`src/rtl/qpe_pkg.sv`:
```
package qpe_pkg;

    localparam int QUEUE_DEPTH = 4;

    localparam logic [6:0] WRAP_LIMIT_RESET = 7'd73;

    localparam logic [7:0] CHAR_NUL = 8'h00;
    localparam logic [7:0] CHAR_LF  = 8'h0A;
    localparam logic [7:0] CHAR_CR  = 8'h0D;
    localparam logic [7:0] CHAR_DOT = 8'h2E;
    localparam logic [7:0] CHAR_EQ  = 8'h3D;

    localparam logic FUNC_DATA  = 1'b0;
    localparam logic FUNC_FLUSH = 1'b1;

    typedef enum logic [1:0] {
        LEAD_NONE,
        LEAD_PLAIN,
        LEAD_ESCAPE,
        LEAD_CRLF
    } lead_kind_t;

    typedef struct packed {
        logic       func;
        logic [7:0] data_byte;
    } in_item_t;

    typedef struct packed {
        logic [7:0] out_byte;
        logic       last;
    } out_item_t;

    // One queued job: the bytes caused by one input transaction
    typedef struct packed {
        lead_kind_t lead;
        logic       soft_break;
        logic [7:0] data_byte;
    } job_t;

    function automatic logic [7:0] hex_digit(input logic [3:0] v);
        logic [7:0] r;
        if (v < 4'd10) begin
            r = 8'h30 + {4'h0, v};
        end else begin
            r = 8'h37 + {4'h0, v};
        end
        return r;
    endfunction

    function automatic logic [2:0] lead_len(input lead_kind_t k);
        logic [2:0] r;
        unique case (k)
            LEAD_PLAIN:  r = 3'd1;
            LEAD_ESCAPE: r = 3'd3;
            LEAD_CRLF:   r = 3'd2;
            default:     r = 3'd0;
        endcase
        return r;
    endfunction

endpackage

```
`src/rtl/qpe_front.sv`:
```
module qpe_front (
    input  logic               aclk,
    input  logic               aresetn,
    input  logic               cfg_we,
    input  logic [6:0]         cfg_wdata,
    input  logic               s_valid,
    output logic               s_ready,
    input  qpe_pkg::in_item_t  s_data,
    input  logic               q_full,
    output logic               push,
    output qpe_pkg::job_t      push_job
);

    logic [6:0]          wrap_limit_reg;
    logic [6:0]          wrap_limit_next;
    logic [6:0]          column_reg;
    logic [6:0]          column_next;
    logic [7:0]          col_wide;
    logic [6:0]          col_after;
    logic                soft_brk;
    logic                accept;
    qpe_pkg::lead_kind_t lead;

    always_comb begin
        lead      = qpe_pkg::LEAD_NONE;
        col_wide  = {1'b0, column_reg};
        soft_brk  = 1'b0;
        col_after = 7'd0;
        if (s_data.func == qpe_pkg::FUNC_FLUSH) begin
            if (column_reg != 7'd0) begin
                lead = qpe_pkg::LEAD_CRLF;
            end
        end else begin
            if (s_data.data_byte == qpe_pkg::CHAR_LF ||
                s_data.data_byte == qpe_pkg::CHAR_NUL) begin
                lead     = qpe_pkg::LEAD_CRLF;
                col_wide = 8'd0;
            end else if (s_data.data_byte[7] || s_data.data_byte == qpe_pkg::CHAR_DOT ||
                         s_data.data_byte == qpe_pkg::CHAR_EQ) begin
                lead     = qpe_pkg::LEAD_ESCAPE;
                col_wide = {1'b0, column_reg} + 8'd3;
            end else if (s_data.data_byte != qpe_pkg::CHAR_CR) begin
                lead     = qpe_pkg::LEAD_PLAIN;
                col_wide = {1'b0, column_reg} + 8'd1;
            end
            soft_brk  = col_wide > {1'b0, wrap_limit_reg};
            col_after = soft_brk ? 7'd0 : col_wide[6:0];
        end
    end

    assign s_ready = !q_full;
    assign accept  = s_valid && s_ready;

    // Drop transactions that produce no bytes at all
    assign push = accept && (lead != qpe_pkg::LEAD_NONE || soft_brk);

    assign push_job.lead       = lead;
    assign push_job.soft_break = soft_brk;
    assign push_job.data_byte  = s_data.data_byte;

    assign column_next     = accept ? col_after : column_reg;
    assign wrap_limit_next = cfg_we ? cfg_wdata : wrap_limit_reg;

    always_ff @(posedge aclk) begin
        if (!aresetn) begin
            column_reg     <= 7'd0;
            wrap_limit_reg <= qpe_pkg::WRAP_LIMIT_RESET;
        end else begin
            column_reg     <= column_next;
            wrap_limit_reg <= wrap_limit_next;
        end
    end

endmodule

```
`src/rtl/qpe_queue.sv`:
```
module qpe_queue #(
    parameter int DEPTH = qpe_pkg::QUEUE_DEPTH
) (
    input  logic          aclk,
    input  logic          aresetn,
    input  logic          push,
    input  qpe_pkg::job_t push_job,
    input  logic          pop,
    output qpe_pkg::job_t head_job,
    output logic          empty,
    output logic          full
);

    localparam int AW = (DEPTH > 1) ? $clog2(DEPTH) : 1;
    localparam int CW = $clog2(DEPTH + 1);
    localparam logic [AW-1:0] LAST_PTR = AW'(DEPTH - 1);
    localparam logic [CW-1:0] FULL_CNT = CW'(DEPTH);

    qpe_pkg::job_t mem [DEPTH];

    logic [AW-1:0] wr_ptr_reg;
    logic [AW-1:0] wr_ptr_next;
    logic [AW-1:0] rd_ptr_reg;
    logic [AW-1:0] rd_ptr_next;
    logic [CW-1:0] count_reg;
    logic [CW-1:0] count_next;

    assign empty    = count_reg == '0;
    assign full     = count_reg == FULL_CNT;
    assign head_job = mem[rd_ptr_reg];

    always_comb begin
        wr_ptr_next = wr_ptr_reg;
        rd_ptr_next = rd_ptr_reg;
        count_next  = count_reg;
        if (push) begin
            wr_ptr_next = (wr_ptr_reg == LAST_PTR) ? '0 : wr_ptr_reg + 1'b1;
        end
        if (pop) begin
            rd_ptr_next = (rd_ptr_reg == LAST_PTR) ? '0 : rd_ptr_reg + 1'b1;
        end
        if (push && !pop) begin
            count_next = count_reg + 1'b1;
        end else if (pop && !push) begin
            count_next = count_reg - 1'b1;
        end
    end

    always_ff @(posedge aclk) begin
        if (push) begin
            mem[wr_ptr_reg] <= push_job;
        end
    end

    always_ff @(posedge aclk) begin
        if (!aresetn) begin
            wr_ptr_reg <= '0;
            rd_ptr_reg <= '0;
            count_reg  <= '0;
        end else begin
            wr_ptr_reg <= wr_ptr_next;
            rd_ptr_reg <= rd_ptr_next;
            count_reg  <= count_next;
        end
    end

endmodule

```
`src/rtl/qpe_back.sv`:
```
module qpe_back (
    input  logic               aclk,
    input  logic               aresetn,
    input  qpe_pkg::job_t      head_job,
    input  logic               q_empty,
    output logic               pop,
    output logic               m_valid,
    input  logic               m_ready,
    output qpe_pkg::out_item_t m_data
);

    logic [2:0]         step_reg;
    logic [2:0]         step_next;
    logic               m_valid_reg;
    logic               m_valid_next;
    qpe_pkg::out_item_t m_data_reg;
    qpe_pkg::out_item_t m_data_next;
    logic [2:0]         ll;
    logic [2:0]         total;
    logic [2:0]         tail_step;
    logic               load;
    logic               final_step;
    logic [7:0]         cur_byte;

    assign ll         = qpe_pkg::lead_len(head_job.lead);
    assign total      = ll + (head_job.soft_break ? 3'd3 : 3'd0);
    assign final_step = step_reg == (total - 3'd1);
    assign tail_step  = step_reg - ll;
    assign load       = !q_empty && (!m_valid_reg || m_ready);
    assign pop        = load && final_step;

    always_comb begin
        cur_byte = qpe_pkg::CHAR_EQ;
        if (step_reg < ll) begin
            unique case (head_job.lead)
                qpe_pkg::LEAD_PLAIN: cur_byte = head_job.data_byte;
                qpe_pkg::LEAD_ESCAPE: begin
                    if (step_reg == 3'd0) begin
                        cur_byte = qpe_pkg::CHAR_EQ;
                    end else if (step_reg == 3'd1) begin
                        cur_byte = qpe_pkg::hex_digit(head_job.data_byte[7:4]);
                    end else begin
                        cur_byte = qpe_pkg::hex_digit(head_job.data_byte[3:0]);
                    end
                end
                qpe_pkg::LEAD_CRLF: begin
                    cur_byte = (step_reg == 3'd0) ? qpe_pkg::CHAR_CR : qpe_pkg::CHAR_LF;
                end
                default: cur_byte = qpe_pkg::CHAR_EQ;
            endcase
        end else begin
            // soft break: '=' CR LF
            case (tail_step)
                3'd0:    cur_byte = qpe_pkg::CHAR_EQ;
                3'd1:    cur_byte = qpe_pkg::CHAR_CR;
                default: cur_byte = qpe_pkg::CHAR_LF;
            endcase
        end
    end

    always_comb begin
        step_next    = step_reg;
        m_valid_next = m_valid_reg;
        m_data_next  = m_data_reg;
        if (load) begin
            m_valid_next         = 1'b1;
            m_data_next.out_byte = cur_byte;
            m_data_next.last     = final_step;
            step_next            = final_step ? 3'd0 : step_reg + 3'd1;
        end else if (m_ready) begin
            m_valid_next = 1'b0;
        end
    end

    assign m_valid = m_valid_reg;
    assign m_data  = m_data_reg;

    always_ff @(posedge aclk) begin
        m_data_reg <= m_data_next;
    end

    always_ff @(posedge aclk) begin
        if (!aresetn) begin
            step_reg    <= 3'd0;
            m_valid_reg <= 1'b0;
        end else begin
            step_reg    <= step_next;
            m_valid_reg <= m_valid_next;
        end
    end

endmodule

```
`src/rtl/quoted_printable_encoder_core.sv`:
```
// Quoted-printable encoder core.
// Input channel (s_valid/s_ready/s_data): one transaction per raw byte, or an
// end-of-stream flush when s_data.func is set. Output channel (m_valid/m_ready/
// m_data): one encoded character per transaction, m_data.last marking the final
// character caused by an input transaction. Inputs that cause no character
// (a carriage return without a soft break, a flush on an empty line) are dropped.
// cfg_we/cfg_wdata write the wrap limit (reset value 73); the user must write it
// only while the core is idle, the core does not enforce it. An accepted input is
// queued; its first character then goes into the output register behind m_valid.
// Throughput: one input per cycle while the queue has room; one output character
// per cycle while m_ready is high; an input gives 1 to 6 characters, a dropped one
// none. A job queue of QUEUE_DEPTH entries sits between the classifier and the
// character sequencer; the input keeps being accepted while the queue has room,
// even when the receiver stalls. A stall holds the output register.
// Reset (aresetn, synchronous, active low) clears the column count, the queue
// and the output valid, and restores the wrap limit to 73.
module quoted_printable_encoder_core #(
    parameter int QUEUE_DEPTH = qpe_pkg::QUEUE_DEPTH
) (
    input  logic               aclk,
    input  logic               aresetn,
    input  logic               cfg_we,
    input  logic [6:0]         cfg_wdata,
    input  logic               s_valid,
    output logic               s_ready,
    input  qpe_pkg::in_item_t  s_data,
    output logic               m_valid,
    input  logic               m_ready,
    output qpe_pkg::out_item_t m_data
);

    logic          push;
    logic          pop;
    logic          q_empty;
    logic          q_full;
    qpe_pkg::job_t push_job;
    qpe_pkg::job_t head_job;

    qpe_front u_front (
        .aclk      (aclk),
        .aresetn   (aresetn),
        .cfg_we    (cfg_we),
        .cfg_wdata (cfg_wdata),
        .s_valid   (s_valid),
        .s_ready   (s_ready),
        .s_data    (s_data),
        .q_full    (q_full),
        .push      (push),
        .push_job  (push_job)
    );

    qpe_queue #(
        .DEPTH (QUEUE_DEPTH)
    ) u_queue (
        .aclk     (aclk),
        .aresetn  (aresetn),
        .push     (push),
        .push_job (push_job),
        .pop      (pop),
        .head_job (head_job),
        .empty    (q_empty),
        .full     (q_full)
    );

    qpe_back u_back (
        .aclk     (aclk),
        .aresetn  (aresetn),
        .head_job (head_job),
        .q_empty  (q_empty),
        .pop      (pop),
        .m_valid  (m_valid),
        .m_ready  (m_ready),
        .m_data   (m_data)
    );

`ifndef ASSERT_OFF
    a_no_overflow: assert property (@(posedge aclk) disable iff (!aresetn)
        push |-> !q_full)
        else $error("job queue written while full");

    a_no_underflow: assert property (@(posedge aclk) disable iff (!aresetn)
        pop |-> !q_empty)
        else $error("job queue read while empty");

    a_cr_not_last: assert property (@(posedge aclk) disable iff (!aresetn)
        (m_valid && m_data.out_byte == qpe_pkg::CHAR_CR) |-> !m_data.last)
        else $error("carriage return flagged as last character");
`endif

endmodule

```
`config.mk`:
```
export PLATFORM = sky130hd
export DESIGN_NAME = quoted_printable_encoder_core
export DESIGN_NICKNAME = d
export VERILOG_FILES = /design/src/rtl/qpe_pkg.sv /design/src/rtl/qpe_front.sv /design/src/rtl/qpe_queue.sv /design/src/rtl/qpe_back.sv /design/src/rtl/quoted_printable_encoder_core.sv
export SDC_FILE = /design/constraint.sdc
export NUM_CORES = 1
export LEC_CHECK = 0
export ABC_AREA = 0
export BUFFER_PORTS_ARGS = -buffer_cell sky130_fd_sc_hd__buf_2
export CORE_UTILIZATION = 59
export DETAILED_ROUTE_END_ITERATION = 8
export PLACE_DENSITY = 0.84
export SYNTH_ARGS = -nofsm -noshare
export SYNTH_HDL_FRONTEND = slang
export SYNTH_SLANG_ARGS = --single-unit
```
`constraint.sdc`:
```
create_clock -name aclk -period 6.4 [get_ports aclk]
set_input_delay 0.64 -clock aclk [delete_from_list [all_inputs] [get_ports aclk]]
set_output_delay 0.64 -clock aclk [all_outputs]
set_load 0.02 [all_outputs]
```
==> impl_metrics.yaml, run 1 <==
synth:
  synth_compound_area_share_pct: 11.80
  syn_area_um2: 4285
  synth_top_family_by_area: "simple AND/OR/NAND/NOR gates"
  syn_inst: 360
  synth.area.mux_share_pct: 8.526
  avgSynthCellArea_um2: 11.90
  yosys_warnings: 0
  synth-seq-cells: 80
  syn-num-nets: 412
  synthXorXnorAreaFrac_pct: 3.679
  ys_seq_area_share_pct: 49.75
  synthFlopType: "edfxtp_1"
  synth_fa_ha_area_share_pct: 9.401
  async_reset_ff_share_pct: 0
  synthDistinctLibCells: 60
  yosys.area_share.simple_pct: 13.11
  synth-edff-count: 53
timing:
  setup_viol: 0
  min_period_ns: 4.654
  finalClockSkew_ns: 0.006693
  tns_ns: 0
  timing.final.crit_share_pct: 72.72
  fmax_mhz: 214.9
  worst_slew_pin_slew_ns: 0.7262
  maxSlewViolCount: 0
  finalHoldViolCount: 0
  grt_setup_unrepaired: "false"
  maxSlewHeadroom_pct: 51.23
floorplan:
  rows: 30
  coreArea_um2: 6907
  io-pin-count: 32
  start_util_pct: 62.05
  die_x_um: 87.23
  dieHeight_um: 87.23
  die-area_um2: 7608
global_routing:
  grt_pass1_wl_mm: 13.38
  grt_overflow: 0
  grt_pass1_vias: 2808
  grt_max_degree: 25
  grt_use_total_pct: 23.29
  antenna_found_initial: 0
flow_run:
  drv_cap: 0
final_layout:
  design_area_um2: 4752
  syn2layout_area_growth_pct: 10.89
  layout-drive-gt1-share_pct: 18.09
  largest_reg_flops: 44
  nets: 445
  n_antenna_cell: 0
  fillCellCount: 512
clock_network:
  cts_max_path_buffers: 2
  cts_setup_buffers: 0
  clk_pin_slew_ns: 0.08
  cts-hold-fix-buffers: 0
  cts_resized: 0
  htreeDepth: 3
  cts_num_sinks: 80
  cts_made_buffers: 9
  cts_root_buf: "clkbuf_8"
  clock_latency_ns: 0.35
  cts_tree: "built"
critical_path:
  cp_common_cell: "a21oi_1"
  slowest_stage: "a21oi_1"
  critPathBufInv: 2
  cp_top_family: "compound AO/OA/AOI/OAI gates"
  cp.arrival_ns: 4.93
  cp.required_ns: 6.68
  worstPathCellList: "buf_2, or3b_1, a21oi_2, a21boi_0, o21ai_1, xnor2_1, nor2_1, ha_1, a21o_1, a21oi_1, o221ai_1, a21oi_1, a21oi_1, ha_1, inv_1, fa_1, xor2_1, or3_1, a21boi_0"
  end_kind: "flop"
  critPathLaunch: "s_data[0]"
  critical_path_class: "input port to flop"
  critPathLaunchType: "input port"
  cp_max_fo: 8
  cpPeakStageDelay_ns: 0.48
power:
  powerDensity_nw_per_um2: 398.1
  p_leak_nw: 1.840
  irDropWorstVdd_v: 0.0001633
drt:
  drtIter0Drc: 143
  drc: 0
  wl_per_cell_um: 15.84
  vias_per_cell: 5.929
  antenna_left: 0
  drt-pass1-iter-count: 4
  routed_wirelength_mm: 7.826
  num_vias: 2929
outcome:
  status: "finished, final reports clean"
placed_design:
  place_area_um2: 4521
  portBuffers: 31
  dp_hpwl_mm: 5.614
  routabilityCongestion: 0.8832
worst_hold_path:
  worstHoldPathType: "flop to flop"
  min_from: "u_back.m_valid$_SDFFE_PN0P_"
-- worst paths after layout --
| check | cells past startpoint | to | slack, ns |
|---|---|---|---|
| setup reg to reg | 16 | u_queue.count_reg[2]$_SDFFE_PN0P_ | 2.09 |
| hold reg to reg | 2 | u_back.m_valid$_SDFFE_PN0P_ | 0.47 |
| hold / removal | 2 | u_back.m_valid$_SDFFE_PN0P_ | 0.47 |
| setup / recovery | 19 | u_queue.count_reg[2]$_SDFFE_PN0P_ | 1.75 |
-- tightest hold or removal path: cells and delay by family, from the launching register on --
family / cells / cell delay (ns)
flip-flops: 1 / 0.32
AO/OA/AOI/OAI: 1 / 0.06
AND/OR/NAND/NOR: 1 / 0.05
-- power by group --
part           switching (mW)  leakage [nW]  internal (mW)
registers              0.0530         0.710          0.659
logic                   0.432          1.02          0.323
clock network           0.198         0.114          0.228
total                   0.683          1.84           1.21
-- placed cells by master (no fill, tap or decap), drive strengths merged, types with 3 or more instances in the layout --
master  instances
o31ai           4
mux2i          11
ha             29
buf            32
a21boi          5
o211ai          3
nand2          24
edfxtp         53
xor2            3
clkbuf          9
nor3            3
nand2b          3
nand3          10
nand4           3
a211oi          3
xnor2          15
mux4           11
and3            4
inv            34
a21oi          15
o21ai          13
nor2b          10
nand4b          3
or3             3
a221oi          4
dfxtp          27
o32ai           4
and2            6
a22o            3
nor2           24
-- cell usage after synthesis (4+ instances only) --
library cell / n / area, um^2
nand2_1: 24 / 90.09
xnor2_1: 15 / 131.4
a21oi_1: 14 / 70.07
nand3_1: 8 / 40.04
and3_1: 4 / 25.02
and2_1: 6 / 37.54
o21ai_0: 9 / 45.04
mux4_2: 9 / 202.7
nor2_1: 23 / 86.33
mux2i_1: 11 / 110.1
inv_1: 30 / 112.6
dfxtp_1: 27 / 540.5
a21boi_0: 4 / 30.03
clkbuf_1: 7 / 26.28
edfxtp_1: 53 / 1592
ha_1: 29 / 362.9
a221oi_1: 4 / 35.03
nor2b_1: 10 / 62.56
-- stage by stage --
stage / util [%] / hold slack, ns / cells / worst slack, ns / total power, mW
after detailed placement: 65.45 / 0.4685 / 478 / 1.409 / 1.471
after floorplan: - / 0.4487 / 360 / 1.992 / 1.304
final: 68.80 / 0.4729 / 494 / 1.746 / 1.892
after global placement: 65.45 / 0.4595 / 478 / 1.572 / 1.443
after CTS: 68.80 / 0.4804 / 494 / 1.767 / 1.904
after global routing: 68.80 / 0.5160 / 494 / 1.416 / 2.026
-- routing by layer --
metal | part of all wire (%) | vias to the layer above | GRT usage (%)
met4 | 1.1 | 0 | 10.58
met3 | 4.6 | 7 | 3.223
met2 | 50 | 85 | 38.94
li1 | - | 1399 | -
met5 | 0 | - | 0
met1 | 44 | 1438 | 30.33
-- kinds of logic (layout without fill, tap and decap cells) --
logic type,Yosys count,after routing
simple gates,102,102
flops,80,80
compound gates,67,67
buf+inv,40,78
fa+ha+maj,31,31
mux,22,22
xor+xnor,18,18
-- area by class of cell --
class	count	area (um^2)	area share (%)
clock buffers	9	123.9	2.607
clock inverters	7	107.6	2.264
inverters	30	112.6	2.370
multi-input cells	240	1993	41.94
flip-flops and latches	80	2132	44.87
well taps	96	120.1	2.528
repair buffers	32	162.7	3.423
No activity file was read; power rests on OpenSTA's default activity.
==> run 2: changes to the inputs <==
- CORE_UTILIZATION: 59 -> 54
- PLACE_DENSITY: 0.84 -> 0.82
- clock period: 6.4 -> 4.17 ns (I/O delays scaled with it)
==> run 2 against run 1 <==
  * Wire length rose by 10%
  * First-iteration DRC count rose by 37%
  * Clock power grew 28%
  * Register-to-register slack lost 1.8 ns
  * Via count up 2.3%
  * Combinational power up 62%
  * Clock-buffer cell count unchanged
  * Worst setup slack lost 1.6 ns
  * Die area up 9.0%
  * Global-route usage fell by 1.5 points
  * Critical path depth is 1 higher
==> impl_metrics.yaml, run 2 (synthesis results as in run 1) <==
critical_path:
  cp_top_family: "compound AO/OA/AOI/OAI gates"
  cp.arrival_ns: 4.27
  rr_startpoint: "u_front.column_reg[0]$_SDFFE_PN0P_"
  critPathLaunchType: "input port"
  cp.required_ns: 4.45
  critPathLaunch: "s_data[4]"
  critical_path_class: "input port to flop"
  cpPeakStageDelay_ns: 0.39
  end_kind: "flop"
  worstPathCellList: "buf_2, or3b_1, a21oi_2, a21boi_0, buf_4, o21ai_1, xnor2_1, nor2_1, ha_1, a21o_1, a21oi_1, o221ai_1, a21oi_1, a21oi_2, ha_1, inv_1, fa_1, xor2_1, or3_1, a21boi_0"
  cp_max_fo: 7
  slowest_stage: "fa_1"
  critPathBufInv: 3
clock_network:
  cts_resized: 0
  cts_max_path_buffers: 2
  cts_num_sinks: 80
  cts_setup_buffers: 0
  clock_latency_ns: 0.35
  htreeDepth: 3
  clk_pin_slew_ns: 0.08
  cts_tree: "built"
  cts-hold-fix-buffers: 0
  cts_made_buffers: 9
  cts_root_buf: "clkbuf_8"
timing:
  fmax_mhz: 250.2
  maxSlewHeadroom_pct: 62.47
  timing.final.crit_share_pct: 95.86
  layout_setup_ws_ns: 0.1727
  maxSlewViolCount: 0
  finalHoldViolCount: 0
  min_period_ns: 3.997
  setup_viol: 0
  worst_slew_pin_slew_ns: 0.5582
  hold_slack_ns: 0.2808
  tns_ns: 0
  finalClockSkew_ns: 0.01085
placed_design:
  routabilityCongestion: 0.9846
  dp_slack_ns: -0.07145
  dp_hpwl_mm: 6.304
  place_area_um2: 4644
  portBuffers: 31
power:
  finalPower_mw: 2.837
  p_sw_mw: 1.039
  p_comb_share_pct: 42.9
  p_leak_nw: 1.899
  powerDensity_nw_per_um2: 586.3
  irDropWorstVdd_v: 0.0002083
  p_clk_share_pct: 19.2
  seqPwrFrac_pct: 37.9
  intPower_mw: 1.798
  swShare_pct: 36.62
global_routing:
  grt_max_degree: 25
  grt_overflow: 0
  grt_pass1_vias: 3008
  grt_use_total_pct: 21.82
  antenna_found_initial: 0
  grt_pass1_wl_mm: 13.96
final_layout:
  design_area_um2: 4838
  nets: 461
  final_cell_mix: "edfxtp_1, buf_2, inv_1"
  fillCellCount: 607
  syn2layout_area_growth_pct: 12.91
  layout-drive-gt1-share_pct: 20.77
  layout_commonest_cell: "edfxtp_1"
  largest_reg_flops: 44
  n_antenna_cell: 0
flow_run:
  drv_cap: 0
drt:
  vias_per_cell: 5.806
  drc: 0
  drtIter0Drc: 196
  num_vias: 2996
  drt-pass1-iter-count: 4
  antenna_left: 0
  wl_per_cell_um: 16.75
  routed_wirelength_mm: 8.641
floorplan:
  io-pin-count: 32
  die-area_um2: 8296
  rows: 32
  die_x_um: 91.09
  coreArea_um2: 7687
  dieHeight_um: 91.09
  start_util_pct: 55.75
worst_hold_path:
  min_from: "cfg_wdata[3]"
  worstHoldPathType: "input port to flop"
outcome:
  status: "finished, final reports clean"
[run 2: metrics by stage]
stage	util, %	instances
floorplan	-	360
global placement	60.42	499
detailed placement	60.42	499
CTS	62.84	515
global route	62.94	516
finish	62.94	516
[run 2: worst paths after layout]
check	cells past startpoint	end	slack, ns
setup / recovery	20	u_queue.count_reg[2]$_SDFFE_PN0P_	0.17
hold / removal	3	u_front.wrap_limit_reg[3]$_SDFFE_PN1P_	0.28
hold reg to reg	2	u_back.m_valid$_SDFFE_PN0P_	0.48
setup reg to reg	17	u_queue.count_reg[2]$_SDFFE_PN0P_	0.29
[run 2: worst min-delay path: stages]
cell and delay (ns):
buf_2 0.07, nand2_1 0.04, o211ai_1 0.06
[run 2: power groups by stage]
stage | clock [mW] | combinational, mW | sequential [mW]
after global placement | 0 | 1.15 | 1.09
final | 0.545 | 1.22 | 1.08
after CTS | 0.560 | 1.21 | 1.08
after floorplan | 0 | 0.860 | 1.14
after global routing | 0.592 | 1.35 | 1.09
after detailed placement | 0 | 1.20 | 1.09
[run 2: layer usage]
| metal | part of all wire [%] | vias to the layer above | global-route usage, % |
|---|---|---|---|
| li1 | - | 1425 | - |
| met1 | 40 | 1476 | 24.05 |
| met2 | 54 | 78 | 40.72 |
| met3 | 3.6 | 17 | 4.020 |
| met4 | 2.4 | 0 | 9.524 |
| met5 | 0 | - | 0 |
[run 2: layout make-up]
cell class                      count  area, um^2  share of cell area [%]
Clock inverter                      7       62.56                   1.293
Sequential cell                    80        2132                   44.07
Tap cell                          102       127.6                   2.638
Multi-Input combinational cell    240        1997                   41.27
Timing Repair Buffer               48       282.8                   5.844
Inverter                           30       112.6                   2.327
Clock buffer                        9       123.9                   2.560
